## config.mk

```make
export PLATFORM = sky130hd
export DESIGN_NAME = dwacd_front
export DESIGN_NICKNAME = d
export VERILOG_FILES = /design/src/hw/rtl/dwacd_pkg.sv /design/src/hw/rtl/dwacd_front.sv
export SDC_FILE = /design/constraint.sdc
export NUM_CORES = 1
export LEC_CHECK = 0
export ABC_AREA = 1
export BUFFER_PORTS_ARGS = -buffer_cell sky130_fd_sc_hd__buf_2
export CAP_MARGIN = 20
export CORE_UTILIZATION = 30
export DETAILED_ROUTE_END_ITERATION = 8
export HOLD_SLACK_MARGIN = 0.05
export PLACE_DENSITY = 0.54
export SLEW_MARGIN = 30
export SYNTH_ARGS = -nofsm -noshare
export SYNTH_HDL_FRONTEND = slang
export SYNTH_SLANG_ARGS = --single-unit
```

## constraint.sdc

```tcl
create_clock -name i_clk -period 3.71 [get_ports i_clk]
set_input_delay 0 -clock i_clk [delete_from_list [all_inputs] [get_ports i_clk]]
set_output_delay 0 -clock i_clk [all_outputs]
set_load 0.05 [all_outputs]
```

## src/hw/rtl/dwacd_pkg.sv

```systemverilog
// ----------------------------------------------------------------------------
// dwacd_pkg
// Types and constants for the dual window average change detector.
// ----------------------------------------------------------------------------
package dwacd_pkg;
    localparam int SHORT_MAX = 16;
    localparam int LONG_MAX  = 512;
    localparam int SIW = $clog2(SHORT_MAX);
    localparam int LIW = $clog2(LONG_MAX);
    localparam int SCW = $clog2(SHORT_MAX + 1);
    localparam int LCW = $clog2(LONG_MAX + 1);
    localparam int SSW = 8 + SCW;
    localparam int LSW = 8 + LCW;
    localparam int CFG_W = 10;
    localparam int QDEPTH = 2;

    localparam logic [1:0] REG_THRESHOLD = 2'd0;
    localparam logic [1:0] REG_SHORT_LEN = 2'd1;
    localparam logic [1:0] REG_LONG_LEN  = 2'd2;

    localparam logic [7:0] THRESHOLD_RESET = 8'd10;
    localparam logic [4:0] SHORT_RESET     = 5'd10;
    localparam logic [9:0] LONG_RESET      = 10'd300;

    typedef enum logic [1:0] {
        OP_SAMPLE    = 2'd0,
        OP_MONITOR   = 2'd1,
        OP_CALIBRATE = 2'd2,
        OP_NONE      = 2'd3
    } t_opcode;

    typedef enum logic [2:0] {
        ST_IDLE, ST_READ, ST_UPDATE, ST_FILL, ST_START, ST_DIV, ST_OUT
    } t_state;

    typedef struct packed {
        logic [1:0] opcode;
        logic [7:0] humidity_sample;
        logic [7:0] temperature_sample;
    } t_in_item;

    typedef struct packed {
        logic [7:0]        humidity_short_avg;
        logic [7:0]        humidity_long_avg;
        logic [7:0]        temperature_short_avg;
        logic [7:0]        temperature_long_avg;
        logic signed [7:0] humidity_delta;
        logic              change_event;
        logic              calibrate_done;
    } t_out_item;

    // classified command handed from the front to the back
    typedef struct packed {
        t_opcode    op;
        logic [7:0] hv;
        logic [7:0] tv;
    } t_cmd;
endpackage

```

## src/hw/rtl/dwacd_front.sv

```systemverilog
// ----------------------------------------------------------------------------
// dwacd_front
// Accepts input items, classifies the opcode and queues commands.
// ----------------------------------------------------------------------------
module dwacd_front (
    input  logic                i_clk,
    input  logic                i_rst_n,
    input  logic                i_valid,
    output logic                o_ready,
    input  dwacd_pkg::t_in_item i_data,
    output logic                o_cmd_valid,
    input  logic                i_cmd_pop,
    output dwacd_pkg::t_cmd     o_cmd
);
    import dwacd_pkg::*;

    t_cmd       r_q [QDEPTH];
    logic       r_wp, n_wp, r_rp, n_rp;
    logic [1:0] r_cnt, n_cnt;
    logic       push;
    t_cmd       cmd;

    assign o_ready     = (r_cnt != 2'(QDEPTH));
    assign push        = i_valid && o_ready;
    assign o_cmd_valid = (r_cnt != 2'd0);
    assign o_cmd       = r_q[r_rp];

    always_comb begin
        cmd.op = t_opcode'(i_data.opcode);
        cmd.hv = i_data.humidity_sample;
        cmd.tv = i_data.temperature_sample;
        n_wp   = push ? ~r_wp : r_wp;
        n_rp   = i_cmd_pop ? ~r_rp : r_rp;
        n_cnt  = r_cnt + 2'(push) - 2'(i_cmd_pop);
    end

    always_ff @(posedge i_clk) begin
        if (push) begin
            r_q[r_wp] <= cmd;
        end
        if (!i_rst_n) begin
            r_wp  <= 1'b0;
            r_rp  <= 1'b0;
            r_cnt <= 2'd0;
        end else begin
            r_wp  <= n_wp;
            r_rp  <= n_rp;
            r_cnt <= n_cnt;
        end
    end
endmodule

```

==> results.py <==
metrics = {
    "power_and_ir_drop": {
        "p_sw_share_pct": 30.97,
        "share_seq_of_total_power_pct": 51.2,
        "ir_drop_uv": 167.7,
        "p_leak_nw": 0.8567,
        "p_switching_mw": 0.3444,
        "power.density_mw_per_mm2": 516.1,
        "p_comb_share_pct": 23.7,
        "pwr-share-clk_pct": 25.0,
        "p_int_mw": 0.7676,
        "power_mw": 1.112,
    },
    "clock_network": {
        "clk_pin_slew_ns": 0.08,
        "clkSinkCount": 41,
        "h-tree-depth": 2,
        "cts_buffers": 5,
        "cts_root_buffer": "clkbuf_8",
        "cts-resized-gates": 0,
        "clk_latency_ns": 0.30,
        "clockBufferDepth": 2,
        "cts_tree": "yes",
        "cts_setup_buffers": 0,
    },
    "sta": {
        "setup_violations": 0,
        "tightest_slew_ns": 0.5498,
        "fmax_ghz": 0.6262,
        "rsz0062_at_grt": "false",
        "fin_crit_ns": 1.597,
        "slew_violations": 0,
        "tns_ns": 0,
        "hold_viol": 0,
        "slew_headroom_pct": 63.26,
        "period_share_pct": 43.05,
        "fin_skew_ns": 0.006440,
    },
    "route": {
        "wl_um": 2685,
        "first_pass_iters": 4,
        "drc": 0,
        "vias_per_cell": 4.066,
        "avgRoutedWirePerCell_um": 11.88,
        "ant_nets": 0,
        "dr_total_vias": 919,
        "drt-initial-drc-count": 27,
    },
    "synth": {
        "syn_area_per_cell_um2": 17.96,
        "synth.distinct_cells": 15,
        "syn-num-nets": 111,
        "syn_inst": 88,
        "ys_warn_count": 0,
        "ys_ff_latch": 41,
        "netlist_area_mm2": 0.001580,
        "ys_seq_area_share_pct": 74.74,
    },
    "setup_path": {
        "worstPathArrival_ns": 1.60,
        "crit_path_end_kind": "output port",
        "cpMaxStageDelayCell": "dfxtp_2",
        "required_ns": 3.71,
        "worstPathMaxFanout": 18,
        "cp_cell_sequence": "mux2_2, buf_2",
        "reg2reg_slack_ns": 2.26,
        "critPathKind": "reg -> out",
        "critPathLaunchType": "flip-flop",
        "max_stage_delay_ns": 0.68,
    },
    "global_route": {
        "grt_overflow": 0,
        "grt_max_degree": 20,
        "grtUsageTotal_pct": 10.72,
        "grt_pass1_vias": 885,
        "grt_pass1_wl_um": 4064,
        "antenna_found_initial": 0,
    },
    "finish": {
        "final_cell_mix": "buf_2 (41), edfxtp_1 (36), dlygate4sd3_1 (21), mux2_4 (10)",
        "nNetsFinal": 178,
        "antennaDiodeCount": 0,
        "drive_gt1_share_pct": 45.51,
        "final_common_cell": "buf_2",
        "area_growth_pct": 36.34,
    },
    "die": {
        "initial_core_util_pct": 31.14,
        "fp.dieW_um": 74.58,
        "io_pins": 42,
        "die_h_um": 74.58,
        "core_mm2": 0.005075,
        "rows": 26,
        "die_area_mm2": 0.005561,
    },
    "placed_design": {
        "dp_hpwl_um": 1773,
        "portBuffers": 41,
        "place_congestion": 0.5771,
    },
    "flow_run": {
        "drv_cap": 0,
    },
    "run_status": {
        "status": "finished clean",
    },
    "worst_hold_path": {
        "hold_class": "in -> reg",
    },
}
cell usage after synthesis:
master | instances | area, um2
nand3_1 | 1 | 5.000
buf_12 | 1 | 20.02
nor3_1 | 1 | 5.000
inv_1 | 7 | 26.28
nor2_1 | 4 | 15.01
ha_1 | 1 | 12.51
mux2_4 | 10 | 150.1
dfxtp_1 | 5 | 100.1
buf_6 | 1 | 11.26
xnor2_1 | 2 | 17.52
nand2_2 | 1 | 6.260
a21oi_1 | 2 | 10.01
edfxtp_1 | 36 | 1081
mux2_2 | 8 | 90.09
nand2_1 | 8 | 30.03
through the flow:
step	util [%]	setup slack, ns	cell area, um2	hold WS (ns)	cells
CTS	42.23	1.734	2143	0.4173	226
global placement	36.39	2.022	1847	0.1924	197
floorplan	-	1.570	1580	0.09345	88
global route	42.46	2.026	2155	0.4206	226
detailed placement	36.39	1.920	1847	0.1939	197
finish	42.46	2.113	2155	0.4226	226
layer usage:
layer | GRT usage (%) | wire length (um) | up-vias
li1 | - | - | 452
met1 | 11.23 | 1113 | 432
met2 | 17.42 | 1325 | 28
met3 | 5.285 | 175 | 7
met4 | 6.289 | 71 | 0
met5 | 0 | 0 | -
cells by family after synthesis:
logic type,Yosys count,share of synthesized area [%]
AO/OA/AOI/OAI,2,0.6334
XOR/XNOR,2,1.109
adder cells (fa/ha/maj),1,0.7916
buffers and inverters,9,3.642
flip-flops,41,74.74
multiplexers,18,15.20
AND/OR/NAND/NOR,15,3.879
layout make-up:
type / count / area [um2]
fillers: 504 / 2920
flip-flops and latches: 41 / 1182
repair buffers: 62 / 415.4
multi-input cells: 38 / 356.6
well taps: 70 / 87.58
clock buffers: 5 / 68.82
inverters: 7 / 26.28
clock inverters: 3 / 17.52
registers in the layout (all words and copies together), names as in the netlist, named ones only:
name   flops
r_rp       1
r_q       36
r_cnt      2
r_wp       1
path summary, 6_finish.rpt:
kind / startpoint / depth (start not counted) / endpoint
min reg2reg: r_rp / 2 / flip-flop
max reg2reg: r_cnt[0] / 4 / r_q[1][6]
min: i_data[0] / 2 / r_q[0][0]
max: flip-flop / 2 / o_cmd[2]
power by group through the flow:
stage / Sequential, mW / Combinational, mW / Clock [mW]
floorplan: 0.567 / 0.207 / 0
global placement: 0.578 / 0.245 / 0
detailed placement: 0.581 / 0.249 / 0
CTS: 0.570 / 0.266 / 0.291
global route: 0.574 / 0.284 / 0.307
finish: 0.569 / 0.264 / 0.279
what timing repair did:
item / in CTS / in global routing
endpoints found under the setup margin: 0 / 0
hold endpoints to repair: 41 / 0
hold buffers: 21 / 0
critical path: cells and delay by family, from the launching register on:
kind,cells,cell delay [ns]
muxes,1,0.41
buffers and inverters,1,0.21
DFF,1,0.68
(Power assumes the default switching activity.)
